[config.mk]
export PLATFORM = sky130hd
export DESIGN_NAME = row_box_filter_clamped_flat
export DESIGN_NICKNAME = d
export VERILOG_FILES = /design/src/rtl/rbf_pkg.sv /design/src/rtl/rbf_pix_if.sv /design/src/rtl/rbf_res_if.sv /design/src/rtl/rbf_front.sv /design/src/rtl/rbf_queue.sv /design/src/rtl/rbf_back.sv /design/src/rtl/row_box_filter_clamped.sv /design/src/flat_wrapper.sv
export SDC_FILE = /design/constraint.sdc
export NUM_CORES = 2
export LEC_CHECK = 0
export ABC_AREA = 1
export BUFFER_PORTS_ARGS = -buffer_cell sky130_fd_sc_hd__clkbuf_2
export CAP_MARGIN = 20
export CORE_MARGIN = 2
export CORE_UTILIZATION = 40
export CTS_CLUSTER_DIAMETER = 200
export DETAILED_ROUTE_END_ITERATION = 8
export PLACE_DENSITY = 0.59
export SLEW_MARGIN = 20
export SYNTH_ARGS = -nofsm -noshare
export SYNTH_HDL_FRONTEND = slang
export SYNTH_HIERARCHICAL = 1
export SYNTH_SLANG_ARGS = --single-unit
[constraint.sdc]
create_clock -name clk_i -period 13.7 [get_ports clk_i]
set_clock_uncertainty 0.2 [all_clocks]
set_input_delay 1.37 -clock clk_i [delete_from_list [all_inputs] [get_ports clk_i]]
set_output_delay 1.37 -clock clk_i [all_outputs]
set_load 0.005 [all_outputs]
[src/rtl/rbf_pkg.sv]
// Package for the clamped row box filter: shared constants, the front-to-back
// command item, the back end state type and the reciprocal table.
// Has no dependencies; every other file of the block imports it.
`default_nettype none

package rbf_pkg;

  localparam int unsigned PIX_W       = 8;
  localparam int unsigned RAD_W       = 5;
  localparam int unsigned WID_W       = 13;
  localparam int unsigned SUM_W       = 14;
  localparam int unsigned RCP_W       = 21;
  localparam int unsigned RCP_SHIFT   = 20;
  localparam int unsigned COL_LO_W    = 6;
  localparam int unsigned CFG_IDX_W   = 2;
  localparam int unsigned QUEUE_DEPTH = 4;
  localparam int unsigned QUEUE_AW    = $clog2(QUEUE_DEPTH);

  localparam logic [CFG_IDX_W-1:0] CFG_RADIUS     = 2'd0;
  localparam logic [CFG_IDX_W-1:0] CFG_ROW_WIDTH  = 2'd1;
  localparam logic [CFG_IDX_W-1:0] CFG_FRAME_ROWS = 2'd2;

  localparam logic [RAD_W-1:0] RADIUS_RESET     = 5'd1;
  localparam logic [WID_W-1:0] ROW_WIDTH_RESET  = 13'd640;
  localparam logic [WID_W-1:0] FRAME_ROWS_RESET = 13'd480;

  localparam logic [COL_LO_W-1:0] COL_SAT_MAX = 6'd63;

  typedef struct packed {
    logic [RAD_W-1:0] radius;
    logic [WID_W-1:0] row_width;
    logic [WID_W-1:0] frame_rows;
  } cfg_t;

  // One classified pixel as handed from the front end to the back end.
  typedef struct packed {
    logic [PIX_W-1:0]    pixel;
    logic [COL_LO_W-1:0] col_lo;   // column modulo 64
    logic [COL_LO_W-1:0] col_sat;  // column saturated at 63
    logic [RAD_W-1:0]    radius;   // radius latched for this row
    logic                row_last;
    logic                frame_last;
  } cmd_t;

  typedef enum logic [2:0] {
    BK_IDLE,
    BK_SUM,
    BK_FL_RD,
    BK_FL_UPD,
    BK_MUL,
    BK_OUT
  } back_state_e;

  // ceil(2^20 / (2r+1)); exact floor division for numerators below 2^14.
  function automatic logic [RCP_W-1:0] recip(input logic [RAD_W-1:0] rad);
    logic [RCP_W-1:0] v;
    case (rad)
      5'd0:    v = 21'd1048576;
      5'd1:    v = 21'd349526;
      5'd2:    v = 21'd209716;
      5'd3:    v = 21'd149797;
      5'd4:    v = 21'd116509;
      5'd5:    v = 21'd95326;
      5'd6:    v = 21'd80660;
      5'd7:    v = 21'd69906;
      5'd8:    v = 21'd61681;
      5'd9:    v = 21'd55189;
      5'd10:   v = 21'd49933;
      5'd11:   v = 21'd45591;
      5'd12:   v = 21'd41944;
      5'd13:   v = 21'd38837;
      5'd14:   v = 21'd36158;
      5'd15:   v = 21'd33826;
      5'd16:   v = 21'd31776;
      5'd17:   v = 21'd29960;
      5'd18:   v = 21'd28340;
      5'd19:   v = 21'd26887;
      5'd20:   v = 21'd25576;
      5'd21:   v = 21'd24386;
      5'd22:   v = 21'd23302;
      5'd23:   v = 21'd22311;
      5'd24:   v = 21'd21400;
      5'd25:   v = 21'd20561;
      5'd26:   v = 21'd19785;
      5'd27:   v = 21'd19066;
      5'd28:   v = 21'd18397;
      5'd29:   v = 21'd17773;
      5'd30:   v = 21'd17190;
      5'd31:   v = 21'd16645;
      default: v = 21'd1048576;
    endcase
    return v;
  endfunction

endpackage

`default_nettype wire

[src/rtl/rbf_pix_if.sv]
// Pixel input channel of the row box filter: valid, ready and one pixel.
// Depends on rbf_pkg for the pixel width.
`default_nettype none

interface rbf_pix_if;
  import rbf_pkg::*;

  logic             valid;
  logic             ready;
  logic [PIX_W-1:0] pixel;

  modport source (output valid, output pixel, input ready);
  modport sink   (input valid, input pixel, output ready);
endinterface

`default_nettype wire

[src/rtl/rbf_res_if.sv]
// Result channel of the row box filter: valid, ready and one filtered item.
// Depends on rbf_pkg for the pixel width.
`default_nettype none

interface rbf_res_if;
  import rbf_pkg::*;

  logic             valid;
  logic             ready;
  logic [PIX_W-1:0] blurred;
  logic             row_end;
  logic             frame_end;
  logic             last;

  modport source (output valid, output blurred, output row_end, output frame_end,
                  output last, input ready);
  modport sink   (input valid, input blurred, input row_end, input frame_end,
                  input last, output ready);
endinterface

`default_nettype wire

[src/rtl/rbf_front.sv]
// Front end of the row box filter: accepts pixels, tracks column and row,
// latches the row radius and pushes classified commands. Uses rbf_pkg, rbf_pix_if.
`default_nettype none

module rbf_front #(
  parameter int unsigned MAX_RADIUS = 31,
  parameter int unsigned MAX_WIDTH  = 4096
) (
  input  logic          clk_i,
  input  logic          rst_ni,
  input  rbf_pkg::cfg_t cfg_i,
  rbf_pix_if.sink       pix_i,
  input  logic          q_full_i,
  output logic          q_push_o,
  output rbf_pkg::cmd_t cmd_o
);
  import rbf_pkg::*;

  localparam int unsigned CNT_W = $clog2(MAX_WIDTH);

  logic [CNT_W-1:0]    col_q, col_d;
  logic [WID_W-1:0]    row_q, row_d;
  logic [RAD_W-1:0]    rad_q, rad_d;
  logic [RAD_W-1:0]    rad_clamp, row_rad;
  logic [WID_W:0]      eff_w;
  logic [WID_W-1:0]    eff_rows;
  logic [WID_W-1:0]    col_ext;
  logic                row_last, frame_last;

  assign pix_i.ready = !q_full_i;
  assign q_push_o    = pix_i.valid && !q_full_i;

  always_comb begin
    rad_clamp = (cfg_i.radius > RAD_W'(MAX_RADIUS)) ? RAD_W'(MAX_RADIUS) : cfg_i.radius;
    row_rad   = (col_q == '0) ? rad_clamp : rad_q;

    if (cfg_i.row_width == '0) begin
      eff_w = (WID_W+1)'(1);
    end else if ({1'b0, cfg_i.row_width} > (WID_W+1)'(MAX_WIDTH)) begin
      eff_w = (WID_W+1)'(MAX_WIDTH);
    end else begin
      eff_w = {1'b0, cfg_i.row_width};
    end
    eff_rows = (cfg_i.frame_rows == '0) ? WID_W'(1) : cfg_i.frame_rows;

    row_last   = ((WID_W+1)'(col_q) + (WID_W+1)'(1)) >= eff_w;
    frame_last = row_last && (({1'b0, row_q} + (WID_W+1)'(1)) >= {1'b0, eff_rows});

    col_ext = WID_W'(col_q);

    cmd_o.pixel      = pix_i.pixel;
    cmd_o.col_lo     = col_ext[COL_LO_W-1:0];
    cmd_o.col_sat    = (col_ext > WID_W'(COL_SAT_MAX)) ? COL_SAT_MAX
                                                       : col_ext[COL_LO_W-1:0];
    cmd_o.radius     = row_rad;
    cmd_o.row_last   = row_last;
    cmd_o.frame_last = frame_last;

    col_d = col_q;
    row_d = row_q;
    rad_d = rad_q;
    if (q_push_o) begin
      rad_d = row_rad;
      if (row_last) begin
        col_d = '0;
        row_d = frame_last ? '0 : row_q + WID_W'(1);
      end else begin
        col_d = col_q + CNT_W'(1);
      end
    end
  end

  always_ff @(posedge clk_i or negedge rst_ni) begin
    if (!rst_ni) begin
      col_q <= '0;
      row_q <= '0;
      rad_q <= '0;
    end else begin
      col_q <= col_d;
      row_q <= row_d;
      rad_q <= rad_d;
    end
  end

endmodule

`default_nettype wire

[src/rtl/rbf_queue.sv]
// Short command queue between the front and back ends of the row box filter.
// Uses rbf_pkg for the command type and depth.
`default_nettype none

module rbf_queue (
  input  logic          clk_i,
  input  logic          rst_ni,
  input  logic          push_i,
  input  rbf_pkg::cmd_t data_i,
  input  logic          pop_i,
  output rbf_pkg::cmd_t data_o,
  output logic          full_o,
  output logic          empty_o
);
  import rbf_pkg::*;

  cmd_t                mem_q [QUEUE_DEPTH];
  logic [QUEUE_AW-1:0] wptr_q, wptr_d;
  logic [QUEUE_AW-1:0] rptr_q, rptr_d;
  logic [QUEUE_AW:0]   cnt_q, cnt_d;

  assign full_o  = (cnt_q == (QUEUE_AW+1)'(QUEUE_DEPTH));
  assign empty_o = (cnt_q == '0);
  assign data_o  = mem_q[rptr_q];

  always_comb begin
    wptr_d = push_i ? wptr_q + QUEUE_AW'(1) : wptr_q;
    rptr_d = pop_i  ? rptr_q + QUEUE_AW'(1) : rptr_q;
    cnt_d  = cnt_q;
    if (push_i && !pop_i) begin
      cnt_d = cnt_q + (QUEUE_AW+1)'(1);
    end else if (pop_i && !push_i) begin
      cnt_d = cnt_q - (QUEUE_AW+1)'(1);
    end
  end

  always_ff @(posedge clk_i) begin
    if (push_i) begin
      mem_q[wptr_q] <= data_i;
    end
  end

  always_ff @(posedge clk_i or negedge rst_ni) begin
    if (!rst_ni) begin
      wptr_q <= '0;
      rptr_q <= '0;
      cnt_q  <= '0;
    end else begin
      wptr_q <= wptr_d;
      rptr_q <= rptr_d;
      cnt_q  <= cnt_d;
    end
  end

endmodule

`default_nettype wire

[src/rtl/rbf_back.sv]
// Back end of the row box filter: pixel ring memory, running window sum,
// end-of-row flush sequencer, reciprocal divide and output register.
// Uses rbf_pkg and rbf_res_if.
`default_nettype none

module rbf_back #(
  parameter int unsigned MAX_RADIUS = 31
) (
  input  logic          clk_i,
  input  logic          rst_ni,
  input  logic          q_empty_i,
  input  rbf_pkg::cmd_t q_head_i,
  output logic          q_pop_o,
  rbf_res_if.source     res_o
);
  import rbf_pkg::*;

  localparam int unsigned RING_D  = 2 ** $clog2(2 * MAX_RADIUS + 2);
  localparam int unsigned RING_AW = $clog2(RING_D);
  localparam int unsigned PROD_W  = SUM_W + RCP_W;

  logic [PIX_W-1:0]    ring_q [RING_D];
  logic [PIX_W-1:0]    rd_q;
  logic                rd_en;
  logic [COL_LO_W-1:0] rd_addr;

  back_state_e         state_q, state_d;
  cmd_t                cmd_q;
  logic [SUM_W-1:0]    sum_q, sum_d;
  logic [PIX_W-1:0]    first_q, first_d;
  logic [RAD_W-1:0]    dist_q, dist_d;
  logic                fin_q, fin_d;
  logic [PROD_W-1:0]   prod_q;

  logic                out_valid_q, out_valid_d;
  logic [PIX_W-1:0]    res_blurred_q;
  logic                res_row_end_q, res_frame_end_q, res_last_q;

  logic                out_load, more_flush;
  logic [COL_LO_W-1:0] r6, d1, dist6, dist_m1;
  logic [SUM_W-1:0]    init_sum;
  logic [PIX_W-1:0]    leave_sum, leave_fl;

  always_comb begin
    r6       = {1'b0, cmd_q.radius};
    d1       = {cmd_q.radius, 1'b1};
    dist6    = {1'b0, dist_q};
    dist_m1  = dist6 - COL_LO_W'(1);
    init_sum = SUM_W'(d1) * SUM_W'(cmd_q.pixel);

    // Pixels left of column zero read as the row's first pixel.
    leave_sum = (cmd_q.col_sat < d1) ? first_q : rd_q;
    leave_fl  = (cmd_q.col_sat < (dist6 + r6)) ? first_q : rd_q;

    out_load   = (state_q == BK_OUT) && (!out_valid_q || res_o.ready);
    more_flush = cmd_q.row_last && (dist_q != '0);
    q_pop_o    = !q_empty_i && ((state_q == BK_IDLE) || (out_load && !more_flush));

    rd_en = q_pop_o || (state_q == BK_FL_RD);
    if (q_pop_o) begin
      rd_addr = q_head_i.col_lo - {q_head_i.radius, 1'b1};
    end else begin
      rd_addr = cmd_q.col_lo - dist6 - r6;
    end
  end

  always_comb begin
    state_d = state_q;
    sum_d   = sum_q;
    first_d = first_q;
    dist_d  = dist_q;
    fin_d   = fin_q;
    case (state_q)
      BK_IDLE: begin
        if (q_pop_o) begin
          state_d = BK_SUM;
        end
      end
      BK_SUM: begin
        if (cmd_q.col_sat == '0) begin
          sum_d   = init_sum;
          first_d = cmd_q.pixel;
        end else begin
          sum_d = sum_q + SUM_W'(cmd_q.pixel) - SUM_W'(leave_sum);
        end
        if (cmd_q.row_last) begin
          dist_d = cmd_q.radius;
          if (cmd_q.col_sat >= r6) begin
            fin_d   = (cmd_q.radius == '0);
            state_d = BK_MUL;
          end else begin
            state_d = BK_FL_RD;
          end
        end else if (cmd_q.col_sat >= r6) begin
          fin_d   = 1'b1;
          state_d = BK_MUL;
        end else begin
          state_d = BK_IDLE;
        end
      end
      BK_FL_RD: begin
        state_d = BK_FL_UPD;
      end
      BK_FL_UPD: begin
        // Window moves one column right; the right edge clamps to the last pixel.
        sum_d  = sum_q + SUM_W'(cmd_q.pixel) - SUM_W'(leave_fl);
        dist_d = dist_q - RAD_W'(1);
        if (cmd_q.col_sat >= dist_m1) begin
          fin_d   = (dist_m1 == '0);
          state_d = BK_MUL;
        end else begin
          state_d = BK_FL_RD;
        end
      end
      BK_MUL: begin
        state_d = BK_OUT;
      end
      BK_OUT: begin
        if (out_load) begin
          if (more_flush) begin
            state_d = BK_FL_RD;
          end else if (q_pop_o) begin
            state_d = BK_SUM;
          end else begin
            state_d = BK_IDLE;
          end
        end
      end
      default: begin
        state_d = BK_IDLE;
      end
    endcase

    if (out_load) begin
      out_valid_d = 1'b1;
    end else if (res_o.ready) begin
      out_valid_d = 1'b0;
    end else begin
      out_valid_d = out_valid_q;
    end
  end

  always_ff @(posedge clk_i) begin
    if (q_pop_o) begin
      ring_q[q_head_i.col_lo[RING_AW-1:0]] <= q_head_i.pixel;
    end
    if (rd_en) begin
      rd_q <= ring_q[rd_addr[RING_AW-1:0]];
    end
  end

  always_ff @(posedge clk_i) begin
    if (q_pop_o) begin
      cmd_q <= q_head_i;
    end
    sum_q   <= sum_d;
    first_q <= first_d;
    dist_q  <= dist_d;
    fin_q   <= fin_d;
    if (state_q == BK_MUL) begin
      prod_q <= PROD_W'(sum_q + SUM_W'(cmd_q.radius)) * PROD_W'(recip(cmd_q.radius));
    end
    if (out_load) begin
      res_blurred_q   <= prod_q[RCP_SHIFT +: PIX_W];
      res_last_q      <= fin_q;
      res_row_end_q   <= fin_q && cmd_q.row_last;
      res_frame_end_q <= fin_q && cmd_q.frame_last;
    end
  end

  always_ff @(posedge clk_i or negedge rst_ni) begin
    if (!rst_ni) begin
      state_q     <= BK_IDLE;
      out_valid_q <= 1'b0;
    end else begin
      state_q     <= state_d;
      out_valid_q <= out_valid_d;
    end
  end

  assign res_o.valid     = out_valid_q;
  assign res_o.blurred   = res_blurred_q;
  assign res_o.row_end   = res_row_end_q;
  assign res_o.frame_end = res_frame_end_q;
  assign res_o.last      = res_last_q;

  a_frame_end_closes_row : assert property (@(posedge clk_i) disable iff (!rst_ni)
    out_valid_q && res_frame_end_q |-> res_row_end_q && res_last_q)
    else $error("frame end without row end and last");

  a_flush_only_on_row_end : assert property (@(posedge clk_i) disable iff (!rst_ni)
    (state_q == BK_FL_RD || state_q == BK_FL_UPD) |-> cmd_q.row_last)
    else $error("flush sequencer running outside a row end");

  a_flush_distance : assert property (@(posedge clk_i) disable iff (!rst_ni)
    (state_q == BK_FL_RD || state_q == BK_FL_UPD) |->
      (dist_q != '0) && (dist_q <= cmd_q.radius))
    else $error("flush distance out of range");

  a_ring_no_collision : assert property (@(posedge clk_i) disable iff (!rst_ni)
    q_pop_o |-> rd_addr[RING_AW-1:0] != q_head_i.col_lo[RING_AW-1:0])
    else $error("ring read and write collide");

endmodule

`default_nettype wire

[src/rtl/row_box_filter_clamped.sv]
// Horizontal box filter with clamped row edges: top level with the
// configuration registers. Uses rbf_pkg, rbf_pix_if, rbf_res_if and the
// rbf_front, rbf_queue and rbf_back modules.
//
// Usage: grey 8-bit pixels enter in raster order on pix_i (valid/ready).
// Each row is filtered on its own; result items leave on res_o
// (valid/ready) carrying the rounded mean of the 2r+1 pixels around one
// column, with row_end, frame_end and last flags. Output j of a row leaves
// after pixel j+r; the row's last pixel flushes the remaining outputs.
// The configuration port (cfg_we_i, cfg_idx_i, cfg_data_i) writes radius,
// row width and frame rows; write it only while the block is idle.
// The back end sequencer takes one pixel at a time: it updates the window
// sum and, at column r or beyond, multiplies by the reciprocal and loads the
// output register, popping the next pixel as it loads. A row's last pixel
// flushes each further output by a ring read and sum update, then multiply
// and load; a last pixel below column r runs such steps before its first
// output. A four-entry command queue lets pixels be accepted while the back
// end works or its output register is stalled; pix_i.ready drops only when
// that queue is full. Reset restores the register defaults and restarts at
// row 0, column 0; the pixel ring needs no clearing.
`default_nettype none

module row_box_filter_clamped #(
  parameter int unsigned MAX_RADIUS = 31,
  parameter int unsigned MAX_WIDTH  = 4096
) (
  input  logic                          clk_i,
  input  logic                          rst_ni,
  rbf_pix_if.sink                       pix_i,
  rbf_res_if.source                     res_o,
  input  logic                          cfg_we_i,
  input  logic [rbf_pkg::CFG_IDX_W-1:0] cfg_idx_i,
  input  logic [rbf_pkg::WID_W-1:0]     cfg_data_i
);
  import rbf_pkg::*;

  cfg_t cfg_q, cfg_d;
  cmd_t push_cmd, head_cmd;
  logic push, pop, full, empty;

  // Register writes; an index beyond the list is ignored.
  always_comb begin
    cfg_d = cfg_q;
    if (cfg_we_i) begin
      case (cfg_idx_i)
        CFG_RADIUS:     cfg_d.radius     = cfg_data_i[RAD_W-1:0];
        CFG_ROW_WIDTH:  cfg_d.row_width  = cfg_data_i;
        CFG_FRAME_ROWS: cfg_d.frame_rows = cfg_data_i;
        default:        cfg_d = cfg_q;
      endcase
    end
  end

  always_ff @(posedge clk_i or negedge rst_ni) begin
    if (!rst_ni) begin
      cfg_q.radius     <= RADIUS_RESET;
      cfg_q.row_width  <= ROW_WIDTH_RESET;
      cfg_q.frame_rows <= FRAME_ROWS_RESET;
    end else begin
      cfg_q <= cfg_d;
    end
  end

  // The front end classifies each pixel by column and row position.
  rbf_front #(
    .MAX_RADIUS (MAX_RADIUS),
    .MAX_WIDTH  (MAX_WIDTH)
  ) u_front (
    .clk_i    (clk_i),
    .rst_ni   (rst_ni),
    .cfg_i    (cfg_q),
    .pix_i    (pix_i),
    .q_full_i (full),
    .q_push_o (push),
    .cmd_o    (push_cmd)
  );

  rbf_queue u_queue (
    .clk_i   (clk_i),
    .rst_ni  (rst_ni),
    .push_i  (push),
    .data_i  (push_cmd),
    .pop_i   (pop),
    .data_o  (head_cmd),
    .full_o  (full),
    .empty_o (empty)
  );

  // The back end keeps the window sum and produces the result items.
  rbf_back #(
    .MAX_RADIUS (MAX_RADIUS)
  ) u_back (
    .clk_i     (clk_i),
    .rst_ni    (rst_ni),
    .q_empty_i (empty),
    .q_head_i  (head_cmd),
    .q_pop_o   (pop),
    .res_o     (res_o)
  );

endmodule

`default_nettype wire

[src/flat_wrapper.sv]
// flat-port wrapper written by rule: the top's interface ports become plain ports
module row_box_filter_clamped_flat import rbf_pkg::*;
#(
  parameter int unsigned MAX_RADIUS = 31,
  parameter int unsigned MAX_WIDTH  = 4096
)
  (clk_i, rst_ni, cfg_we_i, cfg_idx_i, cfg_data_i, pix_i_valid, pix_i_pixel, pix_i_ready, res_o_valid, res_o_blurred, res_o_row_end, res_o_frame_end, res_o_last, res_o_ready);
  rbf_pix_if pix_i_i ();
  rbf_res_if res_o_i ();
  input  logic clk_i;
  input  logic rst_ni;
  input  logic cfg_we_i;
  input  logic [rbf_pkg::CFG_IDX_W-1:0] cfg_idx_i;
  input  logic [rbf_pkg::WID_W-1:0] cfg_data_i;
  input wire logic [$bits(pix_i_i.valid)-1:0] pix_i_valid;
  input wire logic [$bits(pix_i_i.pixel)-1:0] pix_i_pixel;
  output wire logic [$bits(pix_i_i.ready)-1:0] pix_i_ready;
  output wire logic [$bits(res_o_i.valid)-1:0] res_o_valid;
  output wire logic [$bits(res_o_i.blurred)-1:0] res_o_blurred;
  output wire logic [$bits(res_o_i.row_end)-1:0] res_o_row_end;
  output wire logic [$bits(res_o_i.frame_end)-1:0] res_o_frame_end;
  output wire logic [$bits(res_o_i.last)-1:0] res_o_last;
  input wire logic [$bits(res_o_i.ready)-1:0] res_o_ready;
  assign pix_i_i.valid = pix_i_valid;
  assign pix_i_i.pixel = pix_i_pixel;
  assign pix_i_ready = pix_i_i.ready;
  assign res_o_valid = res_o_i.valid;
  assign res_o_blurred = res_o_i.blurred;
  assign res_o_row_end = res_o_i.row_end;
  assign res_o_frame_end = res_o_i.frame_end;
  assign res_o_last = res_o_i.last;
  assign res_o_i.ready = res_o_ready;
  row_box_filter_clamped #(.MAX_RADIUS(MAX_RADIUS), .MAX_WIDTH(MAX_WIDTH)) u_core (.clk_i(clk_i), .rst_ni(rst_ni), .pix_i(pix_i_i), .res_o(res_o_i), .cfg_we_i(cfg_we_i), .cfg_idx_i(cfg_idx_i), .cfg_data_i(cfg_data_i));
endmodule
==> metrics <==
final antenna-violating net count=0; Top FF cell, synth=edfxtp_1; post-synthesis sequential area ratio=47.9%; via count=34,600; critical path class=flop to flop; post-synthesis mux area share=0%; Warnings, synthesis=6; Final period util=60.7%; commonest non-fill, non-tap cells in the layout=1,067 x nand2_1, 845 x inv_1, 702 x edfxtp_1, 654 x nand3_1, 284 x nor2_1; share of cells above drive strength 1=under 10%; routed len/inst=18.7 um; Yosys top cell area share=43.3%; largest family of logic cells by synthesized area=simple AND/OR/NAND/NOR gates; CTS tree=built; Final min period=8.31 ns; RSZ-0062 raised after global routing=false; vias in the first global route=~34,000; Via density=~5.2; Max Root-Sink Buffers=3; antenna violations before repair=0; top cells by area, synth=edfxtp_1 43%, fa_1 10%, nand2_1 8.3%; EDFF count, synth=702; hold crit path type=flop to flop; Hold Crit Start=u_core/u_back/prod_q[26]; fin nets=5,478; worst setup path start=u_core/u_back/cmd_q[3]; Routability Congestion=0.930; post-CTS resize count=0; Critical Path RT=13.88 ns; number of buffers added on ports=40; 1st-iter DRT viols=2,720; status=finished clean; CP Launch Type=flop; Detail Placement HPWL=82.2 mm; final WL=125 mm; Synth Cell Area=48,700 um^2; Worst slew margin=27.1%; CTS H-Tree Depth=3; core area=120,000 um^2; simple-gate share of the synthesized area=21.9%; Reg area=23,300 um^2; Async S/R FF share, synth=a little under a tenth; Root Buffer Master=clkbuf_16; CTS Hold Buffers Added=0; commonest non-fill, non-tap cell in the layout=nand2_1; die width=353 um; clk sinks=794; Final setup viols=0; GRT overflow=0; xor and xnor area share after synthesis=1.17%; syn avg cell area=9.59 um^2; Post-Synth Adder-Cell Area=roughly 15%; leading area contributor after synthesis=edfxtp_1; CTS Buf Count=88; height of the die=353 um; Area growth syn-to-layout=8.19%; Post-CTS Setup Inserts=0; RR Startpoint=u_core/u_back/cmd_q[3]; number of distinct library cells after synthesis=59; Rows=127; setup TNS=0 ns; largest net degree at the start of global routing=between 150 and 200; Initial Utilization=40.4%; GRT Total Usage=between 15 and 20%; dpl ws=5.57 ns; Die Footprint=124,000 um^2; Critical Path AT=8.49 ns; maximum clock frequency=120 MHz; fill count=11,500; CP max FO=17; Max Slew Vio Count=0; Max-Cap Viols=0; Ant. Diodes=0; I/O pins=41; Hold Fails Final Rpt=0; Synth Area in Compound Gates=4.13%; wire length of the first global-routing pass=195 mm; FF+latch count, synth=around 800; final worst-path setup slack=~5.4 ns; Mapped Cells=5,075; area taken by multi-input logic gates=20,800 um^2; Worst-Margin Slew=1.09 ns; Crit. End Element=flop; post-synth net total=between 5,000 and 6,000; clock transition at the registers of the reported paths=0.06 ns; TritonRoute pass-1 iters=6; drt drc=0; clock insertion delay at the later pin of the skew report=0.66 ns
## through the flow
stage,hold WS [ns],cell area (um^2),utilization [%],instances
CTS,0.210,52600,43.7,6688
detailed placement,0.205,49800,41.4,6524
global placement,0.208,49800,41.4,6524
floorplan,0.200,48700,-,5075
finish,0.207,52600,43.8,6688
global route,0.221,52600,43.8,6688
## Yosys cell counts, types with 7 or more instances
cell type and number:
a21oi_1 102, a31oi_1 12, buf_2 97, buf_4 37, buf_6 34, clkbuf_1 66, clkinv_1 10, dfrtp_1 65
dfstp_2 7, dfxtp_1 20, edfxtp_1 702, fa_1 248, ha_1 200, inv_1 845, inv_2 9, nand2_1 1077
nand2_2 8, nand3_1 654, nand3b_1 190, nand4_1 55, nor2_1 284, nor3_1 22, nor4_1 7, o211ai_1 63
o21ai_0 97, o21ai_1 8, o22ai_1 11, or2_2 8, xnor2_1 29, xor2_1 34
## state kept, by name, indices dropped and copies added (netlist names), named ones only
signal / flops
u_core/u_back/ring_q: 512
u_core/u_queue/mem_q: 108
u_core/cfg_q: 31
u_core/u_back/cmd_q: 27
u_core/u_back/sum_q: 14
u_core/u_front/row_q: 13
u_core/u_front/col_q: 12
u_core/u_back/first_q: 8
u_core/u_back/prod_q: 8
u_core/u_back/rd_q: 8
u_core/u_back/res_o.blurred: 8
u_core/u_back/dist_q: 5
u_core/u_front/rad_q: 5
u_core/u_back/state_q: 3
u_core/u_queue/cnt_q: 3
u_core/u_queue/rptr_q: 2
u_core/u_queue/wptr_q: 2
u_core/u_back/fin_q: 1
u_core/u_back/res_o.frame_end: 1
u_core/u_back/res_o.last: 1
u_core/u_back/res_o.row_end: 1
u_core/u_back/res_o.valid: 1
## path summary, 6_finish.rpt
kind                                                  endpoint  slack [ns]  cells after the start
worst max-delay path                  u_core/u_back/prod_q[26]        5.39                     22
worst min-delay path            u_core/u_back/res_o.blurred[6]        0.21                      0
worst max register to register        u_core/u_back/prod_q[26]        5.39                     22
worst min register to register  u_core/u_back/res_o.blurred[6]        0.21                      0
max in group asynchronous              u_core/u_front/row_q[6]       12.26                      1
min in group asynchronous                     u_core/cfg_q[23]        0.53                      1
## worst max-delay path, cell delays in order (launching register included)
cell,delay (ns)
edfxtp_1,0.67
inv_1,0.27
fa_1,0.53
xnor2_1,0.47
clkinv_1,0.66
nor2_1,0.37
fa_1,0.47
fa_1,0.50
fa_1,0.53
inv_1,0.05
fa_1,0.46
fa_1,0.51
fa_1,0.54
inv_1,0.04
ha_1,0.33
a21oi_1,0.16
o21ai_0,0.11
a21oi_1,0.12
o21ai_0,0.11
nor3_1,0.37
o21ai_0,0.24
a21oi_1,0.22
xnor2_1,0.09
## layer usage
layer  vias to the layer above  track usage [%]  share of wire (%)
li1                      16500                -                  -
met3                       222             2.76                5.6
met5                         -                0                  0
met1                     16900             26.0                 43
met2                       968             33.9                 49
met4                         0             6.47                3.1
## cell families (layout without fill, tap and decap cells)
kind of cell	Yosys count	count (layout)
flip-flops	794	794
adder cells (fa/ha/maj)	448	448
XOR/XNOR	64	64
buffers and inverters	1105	1106
AO/OA/AOI/OAI	334	334
AND/OR/NAND/NOR	2330	2330
## layout make-up
type / count / area share (%)
clock inverter: 44 / 0.744
inverter: 867 / 6.20
tap: 1612 / 3.83
clock buffer: 120 / 4.59
timing repair buffer: 75 / 0.915
multi-input combinational: 3176 / 39.5
sequential: 794 / 44.3
Power is not shown: default switching activity piles up to over one toggle a cycle in this logic, so the estimate is an artifact.
